## config.mk

```make
export PLATFORM = sky130hd
export DESIGN_NAME = row_projection_post_finder
export DESIGN_NICKNAME = d
export VERILOG_FILES = /design/src/rtl/rppf_pkg.sv /design/src/rtl/row_projection_post_finder.sv /design/src/rtl/rppf_front.sv /design/src/rtl/rppf_queue.sv /design/src/rtl/rppf_back.sv
export VERILOG_INCLUDE_DIRS = /design/src /design/src/rtl
export SDC_FILE = /design/constraint.sdc
export NUM_CORES = 1
export LEC_CHECK = 0
export ABC_CLOCK_PERIOD_IN_PS = 16700
export BUFFER_PORTS_ARGS = -buffer_cell sky130_fd_sc_hd__buf_2
export CAP_MARGIN = 20
export CORE_MARGIN = 2
export CORE_UTILIZATION = 43
export DETAILED_ROUTE_END_ITERATION = 7
export PLACE_DENSITY = 0.66
export SYNTH_ARGS = -nofsm -noshare
export SYNTH_HDL_FRONTEND = slang
export SYNTH_SLANG_ARGS = --single-unit
```

## constraint.sdc

```tcl
create_clock -name clk -period 16.7 [get_ports clk]
set_input_delay 1.67 -clock clk [delete_from_list [all_inputs] [get_ports clk]]
set_output_delay 1.67 -clock clk [all_outputs]
set_load 0.02 [all_outputs]
```

## src/rtl/row_projection_post_finder_assert.svh

```systemverilog
// ----------------------------------------------------------------------------
// Row projection post finder assertion macros
// Shared concurrent assertion forms used by the post finder modules.
// ----------------------------------------------------------------------------
`ifndef ROW_PROJECTION_POST_FINDER_ASSERT_SVH
`define ROW_PROJECTION_POST_FINDER_ASSERT_SVH

// Same-cycle implication, disabled while reset is asserted.
`define RPPF_ASSERT_IMP(name, ante, cons) \
  name: assert property (@(posedge clk) disable iff (!rst_n) (ante) |-> (cons)) \
    else $error("post finder check failed");

// Next-cycle implication, disabled while reset is asserted.
`define RPPF_ASSERT_NXT(name, ante, cons) \
  name: assert property (@(posedge clk) disable iff (!rst_n) (ante) |=> (cons)) \
    else $error("post finder check failed");

`endif

```

## src/rtl/rppf_pkg.sv

```systemverilog
// ----------------------------------------------------------------------------
// Row projection post finder package
// Register indexes, reset values and queue sizing shared by the modules.
// ----------------------------------------------------------------------------
package rppf_pkg;

  localparam int CFG_IDX_W  = 2;
  localparam int CFG_DATA_W = 9;

  typedef enum logic [CFG_IDX_W-1:0] {
    CFG_PIXEL_MASK     = 2'd0,
    CFG_POST_THRESHOLD = 2'd1,
    CFG_LINE_COUNT     = 2'd2,
    CFG_LINE_LENGTH    = 2'd3
  } cfg_index_t;

  localparam logic [7:0] PIXEL_MASK_RST     = 8'h01;
  localparam logic [8:0] POST_THRESHOLD_RST = 9'd5;
  localparam logic [8:0] LINE_COUNT_RST     = 9'd256;
  localparam logic [8:0] LINE_LENGTH_RST    = 9'd256;

  localparam int QUEUE_DEPTH = 4;

  localparam int AREA_W = 17;
  localparam int SUM_OUT_W = 23;
  localparam int POS_OUT_W = 8;

endpackage

```

## src/rtl/row_projection_post_finder.sv

```systemverilog
// A result is registered in the back end once the record of the line that ends it has passed the line queue.
// Throughput is one pixel per cycle; the line queue decouples pixel intake
// from post merging, so a stalled result stalls input only once the queue fills.
// Reset is synchronous and active low: it restores the register defaults,
// empties the queue, closes any open post and returns the scan to line 0.
// ----------------------------------------------------------------------------
// Row projection post finder
// Segments a label image into posts by row projection and reports each post.
// ----------------------------------------------------------------------------
module row_projection_post_finder
  import rppf_pkg::*;
#(
  parameter int MAX_DIM = 256
) (
  input  logic                  clk,
  input  logic                  rst_n,
  input  logic                  cfg_we,
  input  logic [CFG_IDX_W-1:0]  cfg_idx,
  input  logic [CFG_DATA_W-1:0] cfg_wdata,
  input  logic                  in_valid,
  output logic                  in_ready,
  input  logic [7:0]            in_pixel,
  output logic                  out_valid,
  input  logic                  out_ready,
  output logic                  out_post_valid,
  output logic [AREA_W-1:0]     out_area,
  output logic [SUM_OUT_W-1:0]  out_row_weighted_sum,
  output logic [SUM_OUT_W-1:0]  out_col_sum,
  output logic [POS_OUT_W-1:0]  out_first_line,
  output logic [POS_OUT_W-1:0]  out_last_line,
  output logic [POS_OUT_W-1:0]  out_min_col,
  output logic [POS_OUT_W-1:0]  out_max_col,
  output logic                  out_frame_last
);

  localparam int DIM_W = $clog2(MAX_DIM);
  localparam int CNT_W = $clog2(MAX_DIM + 1);
  localparam int SUM_W = $clog2(MAX_DIM * (MAX_DIM - 1) / 2 + 1);
  localparam int ROW_W = $clog2(MAX_DIM * (MAX_DIM - 1) + 1);
  localparam int REC_W = 1 + 3 * DIM_W + CNT_W + SUM_W + ROW_W;

  logic [7:0] pixel_mask_r;
  logic [8:0] post_threshold_r, line_count_r, line_length_r;

  always_ff @(posedge clk) begin
    if (!rst_n) begin
      pixel_mask_r     <= PIXEL_MASK_RST;
      post_threshold_r <= POST_THRESHOLD_RST;
      line_count_r     <= LINE_COUNT_RST;
      line_length_r    <= LINE_LENGTH_RST;
    end else if (cfg_we) begin
      case (cfg_index_t'(cfg_idx))
        CFG_PIXEL_MASK:     pixel_mask_r     <= cfg_wdata[7:0];
        CFG_POST_THRESHOLD: post_threshold_r <= cfg_wdata;
        CFG_LINE_COUNT:     line_count_r     <= cfg_wdata;
        CFG_LINE_LENGTH:    line_length_r    <= cfg_wdata;
        default: begin
        end
      endcase
    end
  end

  logic             fq_valid, fq_ready, qb_valid, qb_ready;
  logic [REC_W-1:0] fq_data, qb_data;

  rppf_front #(
    .MAX_DIM (MAX_DIM),
    .REC_W   (REC_W)
  ) u_front (
    .clk         (clk),
    .rst_n       (rst_n),
    .pixel_mask  (pixel_mask_r),
    .line_count  (line_count_r),
    .line_length (line_length_r),
    .in_valid    (in_valid),
    .in_ready    (in_ready),
    .in_pixel    (in_pixel),
    .rec_valid   (fq_valid),
    .rec_ready   (fq_ready),
    .rec_data    (fq_data)
  );

  rppf_queue #(
    .WIDTH (REC_W),
    .DEPTH (QUEUE_DEPTH)
  ) u_queue (
    .clk      (clk),
    .rst_n    (rst_n),
    .wr_valid (fq_valid),
    .wr_ready (fq_ready),
    .wr_data  (fq_data),
    .rd_valid (qb_valid),
    .rd_ready (qb_ready),
    .rd_data  (qb_data)
  );

  rppf_back #(
    .MAX_DIM (MAX_DIM),
    .REC_W   (REC_W)
  ) u_back (
    .clk                  (clk),
    .rst_n                (rst_n),
    .post_threshold       (post_threshold_r),
    .rec_valid            (qb_valid),
    .rec_ready            (qb_ready),
    .rec_data             (qb_data),
    .out_valid            (out_valid),
    .out_ready            (out_ready),
    .out_post_valid       (out_post_valid),
    .out_area             (out_area),
    .out_row_weighted_sum (out_row_weighted_sum),
    .out_col_sum          (out_col_sum),
    .out_first_line       (out_first_line),
    .out_last_line        (out_last_line),
    .out_min_col          (out_min_col),
    .out_max_col          (out_max_col),
    .out_frame_last       (out_frame_last)
  );

endmodule

```

## src/rtl/rppf_front.sv

```systemverilog
// ----------------------------------------------------------------------------
// Row projection post finder front end
// Classifies pixels, tracks the scan position and builds one line record
// per line, which it hands to the line queue at the end of the line.
// ----------------------------------------------------------------------------
module rppf_front
  import rppf_pkg::*;
#(
  parameter int MAX_DIM = 256,
  parameter int REC_W   = 1
) (
  input  logic             clk,
  input  logic             rst_n,
  input  logic [7:0]       pixel_mask,
  input  logic [8:0]       line_count,
  input  logic [8:0]       line_length,
  input  logic             in_valid,
  output logic             in_ready,
  input  logic [7:0]       in_pixel,
  output logic             rec_valid,
  input  logic             rec_ready,
  output logic [REC_W-1:0] rec_data
);

  localparam int DIM_W = $clog2(MAX_DIM);
  localparam int CNT_W = $clog2(MAX_DIM + 1);
  localparam int SUM_W = $clog2(MAX_DIM * (MAX_DIM - 1) / 2 + 1);
  localparam int ROW_W = $clog2(MAX_DIM * (MAX_DIM - 1) + 1);

  function automatic logic [CNT_W-1:0] clamp_dim(input logic [8:0] v);
    logic [CNT_W-1:0] r;
    if (v == 9'd0) begin
      r = CNT_W'(1);
    end else if (32'(v) > MAX_DIM) begin
      r = CNT_W'(MAX_DIM);
    end else begin
      r = CNT_W'(v);
    end
    return r;
  endfunction

  localparam logic [DIM_W-1:0] MIN_COL_RST = DIM_W'(clamp_dim(LINE_LENGTH_RST) - CNT_W'(1));

  logic [DIM_W-1:0] col_r, line_r, lmin_r, lmax_r;
  logic [CNT_W-1:0] cnt_r;
  logic [SUM_W-1:0] csum_r;
  logic [ROW_W-1:0] rsum_r;

  logic             hit, eol, eof, accept;
  logic [CNT_W-1:0] len_eff, lines_eff, col_ext, line_ext, cnt_upd;
  logic [DIM_W-1:0] min_upd, max_upd;
  logic [SUM_W-1:0] csum_upd;
  logic [ROW_W-1:0] rsum_upd;

  always_comb begin
    len_eff   = clamp_dim(line_length);
    lines_eff = clamp_dim(line_count);
    hit       = |(in_pixel & pixel_mask);
    col_ext   = CNT_W'(col_r) + CNT_W'(1);
    line_ext  = CNT_W'(line_r) + CNT_W'(1);
    eol       = col_ext >= len_eff;
    eof       = line_ext >= lines_eff;
    cnt_upd   = cnt_r + CNT_W'(hit);
    min_upd   = (hit && (col_r < lmin_r)) ? col_r : lmin_r;
    max_upd   = (hit && (col_r > lmax_r)) ? col_r : lmax_r;
    csum_upd  = csum_r + (hit ? SUM_W'(col_r) : '0);
    rsum_upd  = rsum_r + (hit ? ROW_W'(line_r) : '0);
  end

  assign in_ready  = !eol || rec_ready;
  assign accept    = in_valid && in_ready;
  assign rec_valid = accept && eol;
  assign rec_data  = {eof, line_r, cnt_upd, min_upd, max_upd, csum_upd, rsum_upd};

  always_ff @(posedge clk) begin
    if (!rst_n) begin
      col_r  <= '0;
      line_r <= '0;
      cnt_r  <= '0;
      lmin_r <= MIN_COL_RST;
      lmax_r <= '0;
      csum_r <= '0;
      rsum_r <= '0;
    end else if (accept) begin
      if (eol) begin
        col_r  <= '0;
        line_r <= eof ? '0 : DIM_W'(line_ext);
        cnt_r  <= '0;
        lmin_r <= DIM_W'(len_eff - CNT_W'(1));
        lmax_r <= '0;
        csum_r <= '0;
        rsum_r <= '0;
      end else begin
        col_r  <= DIM_W'(col_ext);
        cnt_r  <= cnt_upd;
        lmin_r <= min_upd;
        lmax_r <= max_upd;
        csum_r <= csum_upd;
        rsum_r <= rsum_upd;
      end
    end
  end

endmodule

```

## src/rtl/rppf_queue.sv

```systemverilog
// ----------------------------------------------------------------------------
// Row projection post finder line queue
// Small first-in first-out buffer of line records between front and back.
// ----------------------------------------------------------------------------
module rppf_queue
  import rppf_pkg::*;
#(
  parameter int WIDTH = 1,
  parameter int DEPTH = 4
) (
  input  logic             clk,
  input  logic             rst_n,
  input  logic             wr_valid,
  output logic             wr_ready,
  input  logic [WIDTH-1:0] wr_data,
  output logic             rd_valid,
  input  logic             rd_ready,
  output logic [WIDTH-1:0] rd_data
);

  localparam int AW = (DEPTH > 1) ? $clog2(DEPTH) : 1;
  localparam int CW = $clog2(DEPTH + 1);

  logic [WIDTH-1:0] mem_r [DEPTH];
  logic [AW-1:0]    wptr_r, rptr_r;
  logic [CW-1:0]    cnt_r;
  logic             push, pop;

  assign wr_ready = cnt_r != CW'(DEPTH);
  assign rd_valid = cnt_r != '0;
  assign rd_data  = mem_r[rptr_r];
  assign push     = wr_valid && wr_ready;
  assign pop      = rd_valid && rd_ready;

  always_ff @(posedge clk) begin
    if (push) begin
      mem_r[wptr_r] <= wr_data;
    end
  end

  always_ff @(posedge clk) begin
    if (!rst_n) begin
      wptr_r <= '0;
      rptr_r <= '0;
      cnt_r  <= '0;
    end else begin
      if (push) begin
        wptr_r <= (wptr_r == AW'(DEPTH - 1)) ? '0 : wptr_r + AW'(1);
      end
      if (pop) begin
        rptr_r <= (rptr_r == AW'(DEPTH - 1)) ? '0 : rptr_r + AW'(1);
      end
      if (push && !pop) begin
        cnt_r <= cnt_r + CW'(1);
      end else if (pop && !push) begin
        cnt_r <= cnt_r - CW'(1);
      end
    end
  end

endmodule

```

## src/rtl/rppf_back.sv

```systemverilog
// ----------------------------------------------------------------------------
// Row projection post finder back end
// Merges qualifying lines into posts and registers each finished result.
// ----------------------------------------------------------------------------
`include "row_projection_post_finder_assert.svh"

module rppf_back
  import rppf_pkg::*;
#(
  parameter int MAX_DIM = 256,
  parameter int REC_W   = 1
) (
  input  logic                 clk,
  input  logic                 rst_n,
  input  logic [8:0]           post_threshold,
  input  logic                 rec_valid,
  output logic                 rec_ready,
  input  logic [REC_W-1:0]     rec_data,
  output logic                 out_valid,
  input  logic                 out_ready,
  output logic                 out_post_valid,
  output logic [AREA_W-1:0]    out_area,
  output logic [SUM_OUT_W-1:0] out_row_weighted_sum,
  output logic [SUM_OUT_W-1:0] out_col_sum,
  output logic [POS_OUT_W-1:0] out_first_line,
  output logic [POS_OUT_W-1:0] out_last_line,
  output logic [POS_OUT_W-1:0] out_min_col,
  output logic [POS_OUT_W-1:0] out_max_col,
  output logic                 out_frame_last
);

  localparam int DIM_W = $clog2(MAX_DIM);
  localparam int CNT_W = $clog2(MAX_DIM + 1);
  localparam int SUM_W = $clog2(MAX_DIM * (MAX_DIM - 1) / 2 + 1);
  localparam int ROW_W = $clog2(MAX_DIM * (MAX_DIM - 1) + 1);

  logic             rec_frame_end;
  logic [DIM_W-1:0] rec_line, rec_min, rec_max;
  logic [CNT_W-1:0] rec_cnt;
  logic [SUM_W-1:0] rec_csum;
  logic [ROW_W-1:0] rec_rsum;

  assign {rec_frame_end, rec_line, rec_cnt, rec_min, rec_max, rec_csum, rec_rsum} = rec_data;

  logic                 in_post_r, in_post_nxt;
  logic [AREA_W-1:0]    post_area_r, post_area_nxt;
  logic [SUM_OUT_W-1:0] post_row_sum_r, post_row_sum_nxt;
  logic [SUM_OUT_W-1:0] post_col_sum_r, post_col_sum_nxt;
  logic [DIM_W-1:0]     post_first_line_r, post_first_line_nxt;
  logic [DIM_W-1:0]     post_last_line_r, post_last_line_nxt;
  logic [DIM_W-1:0]     post_min_col_r, post_min_col_nxt;
  logic [DIM_W-1:0]     post_max_col_r, post_max_col_nxt;

  logic                 out_valid_r, out_valid_nxt;
  logic                 out_post_valid_r, out_frame_last_r;
  logic [AREA_W-1:0]    out_area_r;
  logic [SUM_OUT_W-1:0] out_row_sum_r, out_col_sum_r;
  logic [POS_OUT_W-1:0] out_first_line_r, out_last_line_r, out_min_col_r, out_max_col_r;

  logic pop, above, closed, emit, emit_post;

  assign rec_ready = !out_valid_r || out_ready;
  assign pop       = rec_valid && rec_ready;

  always_comb begin
    post_area_nxt       = post_area_r;
    post_row_sum_nxt    = post_row_sum_r;
    post_col_sum_nxt    = post_col_sum_r;
    post_first_line_nxt = post_first_line_r;
    post_last_line_nxt  = post_last_line_r;
    post_min_col_nxt    = post_min_col_r;
    post_max_col_nxt    = post_max_col_r;
    in_post_nxt         = in_post_r;
    above               = 32'(rec_cnt) > 32'(post_threshold);
    closed              = 1'b0;
    emit                = 1'b0;
    emit_post           = 1'b0;
    if (pop) begin
      if (above) begin
        if (!in_post_r) begin
          post_area_nxt       = AREA_W'(rec_cnt);
          post_row_sum_nxt    = SUM_OUT_W'(rec_rsum);
          post_col_sum_nxt    = SUM_OUT_W'(rec_csum);
          post_first_line_nxt = rec_line;
          post_min_col_nxt    = rec_min;
          post_max_col_nxt    = rec_max;
        end else begin
          post_area_nxt    = post_area_r + AREA_W'(rec_cnt);
          post_row_sum_nxt = post_row_sum_r + SUM_OUT_W'(rec_rsum);
          post_col_sum_nxt = post_col_sum_r + SUM_OUT_W'(rec_csum);
          if (rec_min < post_min_col_r) begin
            post_min_col_nxt = rec_min;
          end
          if (rec_max > post_max_col_r) begin
            post_max_col_nxt = rec_max;
          end
        end
        post_last_line_nxt = rec_line;
        in_post_nxt        = 1'b1;
      end else if (in_post_r) begin
        closed      = 1'b1;
        in_post_nxt = 1'b0;
      end
      if (rec_frame_end) begin
        in_post_nxt = 1'b0;
        emit        = 1'b1;
        emit_post   = closed || above;
      end else begin
        emit      = closed;
        emit_post = closed;
      end
    end
    if (emit) begin
      out_valid_nxt = 1'b1;
    end else if (out_ready) begin
      out_valid_nxt = 1'b0;
    end else begin
      out_valid_nxt = out_valid_r;
    end
  end

  always_ff @(posedge clk) begin
    if (!rst_n) begin
      in_post_r   <= 1'b0;
      out_valid_r <= 1'b0;
    end else begin
      in_post_r   <= in_post_nxt;
      out_valid_r <= out_valid_nxt;
    end
  end

  always_ff @(posedge clk) begin
    post_area_r       <= post_area_nxt;
    post_row_sum_r    <= post_row_sum_nxt;
    post_col_sum_r    <= post_col_sum_nxt;
    post_first_line_r <= post_first_line_nxt;
    post_last_line_r  <= post_last_line_nxt;
    post_min_col_r    <= post_min_col_nxt;
    post_max_col_r    <= post_max_col_nxt;
    if (emit) begin
      out_post_valid_r <= emit_post;
      out_frame_last_r <= rec_frame_end;
      out_area_r       <= emit_post ? post_area_nxt : '0;
      out_row_sum_r    <= emit_post ? post_row_sum_nxt : '0;
      out_col_sum_r    <= emit_post ? post_col_sum_nxt : '0;
      out_first_line_r <= emit_post ? POS_OUT_W'(post_first_line_nxt) : '0;
      out_last_line_r  <= emit_post ? POS_OUT_W'(post_last_line_nxt) : '0;
      out_min_col_r    <= emit_post ? POS_OUT_W'(post_min_col_nxt) : '0;
      out_max_col_r    <= emit_post ? POS_OUT_W'(post_max_col_nxt) : '0;
    end
  end

  assign out_valid            = out_valid_r;
  assign out_post_valid       = out_post_valid_r;
  assign out_area             = out_area_r;
  assign out_row_weighted_sum = out_row_sum_r;
  assign out_col_sum          = out_col_sum_r;
  assign out_first_line       = out_first_line_r;
  assign out_last_line        = out_last_line_r;
  assign out_min_col          = out_min_col_r;
  assign out_max_col          = out_max_col_r;
  assign out_frame_last       = out_frame_last_r;

  `RPPF_ASSERT_NXT(a_frame_end_gives_result, pop && rec_frame_end, out_valid_r && out_frame_last_r)
  `RPPF_ASSERT_IMP(a_post_lines_ordered, in_post_r, post_first_line_r <= post_last_line_r)
  `RPPF_ASSERT_IMP(a_post_cols_ordered, in_post_r, post_min_col_r <= post_max_col_r)

endmodule

```

* Word level (Yosys, flattened, before mapping) *
Memory sizes are Yosys's and may differ from the RTL's. A register that Yosys moved wholly into a read port is not among the register bits.
Index checks and enable logic that the tools add are counted.

operators by class
  $add $sub $neg = 13
  order comparisons = 9
  equality and inequality tests = 6
  multiplexer cells = 56
  bitwise gates (word level) = 1
  reduce and logical (&&, ||, !) cells = 27

operators with widths
  operator               count
  $mux W8                21
  $mux W23               6
  $mux W17               3
  $mux W9                5
  $add A23 B15 Y23       1
  $add A23 B16 Y23       1
  $add A8 B1 Y9 const B  2
  $ge A9 B9 Y1           2
  $gt A9 B9 Y1 const B   2
  $logic_not A9 Y1       2
  $add A17 B9 Y17        1
  $add A16 B16 Y16       1
  $gt A8 B8 Y1           2
  $lt A8 B8 Y1           2
  $mux W16               1
  $add A15 B15 Y15       1
  $mux W15               1
  $mux W1                13
  $reduce_and A2 Y1      5
  $add A9 B1 Y9          1
  $gt A9 B9 Y1           1
  $and A8 B8 Y8          1
  $eq A2 B2 Y1 const B   4
  $logic_and A1 B1 Y1    8
  other kinds (14)       25

word-level totals
  bits in registers = 308
  RAM bits = 260
  output and inout port bits = 99
  logic and storage cells = 145
  memories = 1

memories
  memory         words  bits a word  read ports  clocked after memory_dff  wr ports  line              RTL
  u_queue.mem_r  4      65           1           1                         1         rppf_queue.sv:24  logic [WIDTH-1:0] mem_r [DEPTH];

* Logic depth before layout (Yosys ltp) *
  word-level depth = 13
  mapped depth = 17

* Hierarchy *
From an unflattened synthesis, not the netlist that was laid out.

unflattened totals
  cell total of the unflattened synthesis = 2247
  area total of the unflattened synthesis = 27008.4 um2

modules (own cells, without submodules)
  module                      times used  cells each  area an instance (um2)  sequential area each (um2)
  rppf_back                   1           1034        10328.7                 4854.7
  rppf_queue                  1           390         9843.2                  7987.7
  rppf_front                  1           693         5512.8                  1441.4
  row_projection_post_finder  1           130         1323.8                  700.7

* Worst setup path after synthesis *
OpenSTA, ideal clock, no wires.

  kind = register -> register
  from = register with a tool-made name
  to = register u_back.out_area_r[0] (netlist: u_back.out_area[0]) (enable)
  data arrival time = 7.312 ns
  path slack = 8.833 ns
  stages on the path, launching flop included = 13
  cell sequence = dfxtp_1 clkbuf_1 buf_2 buf_2 mux4_2 ha_1 nand4_1 nor3_1 a21o_1 buf_2 clkbuf_1 a21oi_1 nor2_1

RTL lines
  what                  line              RTL
  end signal, assigned  rppf_back.sv:143  out_area_r <= emit_post ? post_area_nxt : '0;
  end, declared         rppf_back.sv:56   logic [AREA_W-1:0] out_area_r;

* Final worst setup path *
  from = register u_front.col_r[1]
  to = output in_ready

between the ends
  cells in the longest elaborated chain, start to end = 4

RTL lines
  what                    line                              RTL
  start, declared         rppf_front.sv:44                  logic [DIM_W-1:0] col_r, line_r, lmin_r, lmax_r;
  start signal, assigned  rppf_front.sv:94                  col_r <= DIM_W'(col_ext);
  $add A8 B1 Y9           rppf_front.sv:59                  col_ext = CNT_W'(col_r) + CNT_W'(1);
  $ge A9 B9 Y1            rppf_front.sv:61                  eol = col_ext >= len_eff;
  $logic_not A1 Y1        rppf_front.sv:70                  assign in_ready = !eol || rec_ready;
  $logic_or A1 B1 Y1      rppf_front.sv:70
  end, declared           row_projection_post_finder.sv:21  output logic in_ready,

No other way between the ends.

==> results.py <==
metrics = {
    "route": {
        "viasPerCell": 5.60,
        "routed_wl_mm": 61.8,
        "firstDrtPassIters": 5,
        "drtIter0Drc": 1452,
        "final_antenna_net_count": 0,
        "drc": 0,
        "num_vias": 18057,
        "wl_per_cell_um": 19.1,
    },
    "global_route": {
        "antenna_found_initial": 1,
        "grt_pass1_vias": 17428,
        "grt.overflow.total": 0,
        "grt_max_degree": 85,
        "track_usage": 0.192,
        "grt_first_pass_wirelength_mm": 97.1,
    },
    "floorplan": {
        "die-height_um": 254,
        "rows": 91,
        "dieArea_um2": 64500,
        "initial_core_util": 0.436,
        "die_w_um": 254,
        "io_pins": 123,
        "core_area_um2": 61700,
    },
    "power_and_ir_drop": {
        "ir_drop_v": 0.0000994,
        "p_leak_nw": 11.3,
        "cellPowerDensity_nw_per_um2": 180,
        "power_mw": 5.48,
    },
    "sta": {
        "clock.fmax_mhz": 187,
        "min_period_ns": 5.34,
        "hold_ws_ns": 0.474,
        "finalHoldViolations": 0,
        "grt_setup_unrepaired": "no",
        "worst_pin_slew_ns": 1.08,
        "slew_viol_final": 0,
        "finalClockSkew_ns": 0.0266,
        "tns_ns": 0,
        "setup_violations": 0,
        "max-slew-margin-rel": 0.279,
        "final.period_utilization": 0.320,
    },
    "clocking": {
        "path_clk_slew_ns": 0.06,
        "h-tree-depth": 2,
        "clock_sinks": 570,
        "clk_latency_ns": 0.62,
        "cts-hold-fix-buffers": 0,
        "numCtsBuffers": 59,
        "root_buffer": "clkbuf_16",
        "clock_path_buffers": 3,
        "cts_setup_buffers": 0,
        "cts_tree": "built",
        "cts_resized": 0,
    },
    "synth": {
        "synth_top_area_share": 0.399,
        "ys_types": 79,
        "syn-cell-area_um2": 26900,
        "synth_warnings": 0,
        "ys_ff_latch": 570,
        "avgSynthCellArea_um2": 12.0,
        "synthTopCellsByArea": "edfxtp_1, dfxtp_1, ha_1",
        "seq_area_frac_synth": 0.558,
        "synth_flop_cell": "edfxtp_1",
        "synth_edf_count": 357,
        "synth_largest_area_cell": "edfxtp_1",
        "syn-num-nets": 2391,
        "async_flop_share": 0,
        "netlist_instances": 2237,
    },
    "critical_path": {
        "critPathCaptureType": "output pin",
        "worstSetupPathType": "reg -> out",
        "cp_cell_sequence": "ha_1 > nand2_1 > nor2_1 > xnor2_1 > ha_1 > a21o_1 > a21o_1 > a221oi_1 > o21a_1 > or2_2 > buf_2",
        "worst_path_max_delay_cell": "dfxtp_1",
        "path_max_fanout": 10,
        "slowest_delay_ns": 0.61,
        "crit_path_start_kind": "flip-flop",
        "arrival_ns": 3.67,
        "required_ns": 15.03,
    },
    "final_layout": {
        "diodes": 0,
        "nNetsFinal": 2492,
        "final_util": 0.493,
        "n_fill_cell": 5347,
        "drive_gt1_frac": 0.159,
        "multiInputGateArea_um2": 11100,
        "fin_cells": 3226,
        "syn_to_final_growth_pct": 13.1,
        "regArea_um2": 15000,
        "final_cell_mix": "edfxtp_1, dfxtp_1, nand2_1",
        "final_common_cell": "edfxtp_1",
    },
    "placed_design": {
        "io_buffers": 122,
        "placedCellCount": 3114,
        "dpl.hpwl_mm": 41.2,
        "gp_congestion": 0.871,
    },
    "run": {
        "cap_violations": 0,
    },
    "hold_path": {
        "hp-class": "reg -> reg",
    },
    "status": {
        "status": "finished clean",
    },
}
[metal layers]
layer,vias to the layer above,part of all wire,track usage
met4,2,0.022,0.0529
li1,8580,-,-
met1,8884,0.46,0.270
met2,508,0.46,0.307
met5,-,0.00019,0
met3,83,0.062,0.0312
[per-stage QoR]
step / cell area (um2) / setup slack, ns
final: 30400 / 11.36
after global routing: 30400 / 10.76
after CTS: 30400 / 11.20
after detailed placement: 28300 / 11.20
after global placement: 28300 / 10.90
after floorplan: 26900 / 8.83
[flip-flops by register name, summed over array words and instances, names as in the netlist, 15 cells and up, named ones only]
register,cells
u_front.csum_r,15
u_back.post_col_sum_r,23
u_back.out_row_weighted_sum,23
u_front.rsum_r,16
u_back.post_area_r,17
u_queue.mem_r,260
u_back.out_col_sum,23
u_back.post_row_sum_r,23
u_back.out_area,17
[worst paths after layout]
check                    startpoint                        to  slack, ns  cells past startpoint
setup / recovery   u_front.col_r[1]                  in_ready      11.36                     11
setup reg to reg          flip-flop  u_back.out_first_line[0]      11.36                     15
hold reg to reg   u_front.csum_r[6]         u_front.csum_r[6]       0.47                      2
hold / removal    u_front.csum_r[6]         u_front.csum_r[6]       0.47                      2
[cell type report]
| type | count | share of cell area |
|---|---|---|
| clock inverter | 37 | 0.0144 |
| clock buffer | 75 | 0.0535 |
| timing repair buffer | 145 | 0.0264 |
| multi-input combinational | 1467 | 0.366 |
| inverter | 95 | 0.0117 |
| sequential | 570 | 0.493 |
| tap | 837 | 0.0344 |
[critical path, delay by kind of cell, from the launching register on]
family | cells | cell delay (ns)
buffers and inverters | 1 | 0.16
flip-flops | 1 | 0.61
AO/OA/AOI/OAI | 4 | 1.00
AND/OR/NAND/NOR | 3 | 0.50
adder cells (fa/ha/maj) | 2 | 0.61
XOR/XNOR | 1 | 0.16
[Yosys cell counts (all sizes together), types with 17 or more instances]
| library cell | number |
|---|---|
| or3 | 17 |
| edfxtp | 357 |
| a21boi | 38 |
| mux2 | 41 |
| nor3 | 31 |
| inv | 92 |
| xor2 | 30 |
| buf | 38 |
| nor2b | 53 |
| a22oi | 25 |
| clkbuf | 67 |
| mux4 | 62 |
| nand2 | 157 |
| o211ai | 17 |
| nor2 | 103 |
| and2 | 84 |
| nand4 | 21 |
| a21o | 29 |
| nand3 | 87 |
| and3 | 20 |
| dfxtp | 213 |
| mux2i | 55 |
| a211oi | 32 |
| ha | 124 |
| xnor2 | 41 |
| a21oi | 114 |
| o21ai | 103 |
[power by group]
| part | leakage [nW] | switching [mW] | internal [mW] |
|---|---|---|---|
| clock network | 1.01 | 0.555 | 0.829 |
| logic | 5.12 | 1.36 | 0.836 |
| registers | 5.18 | 0.118 | 1.78 |
[cell families (layout without fill, tap and decap cells)]
group / after synthesis / in the layout / synth area share
AO/OA/AOI/OAI: 481 / 481 / 0.120
XOR/XNOR: 71 / 71 / 0.0231
adder cells (fa/ha/maj): 130 / 130 / 0.0622
buffers and inverters: 200 / 352 / 0.0291
flip-flops: 570 / 570 / 0.558
multiplexers: 158 / 158 / 0.0896
AND/OR/NAND/NOR: 627 / 627 / 0.119
Power figures use the tool's default switching activity.
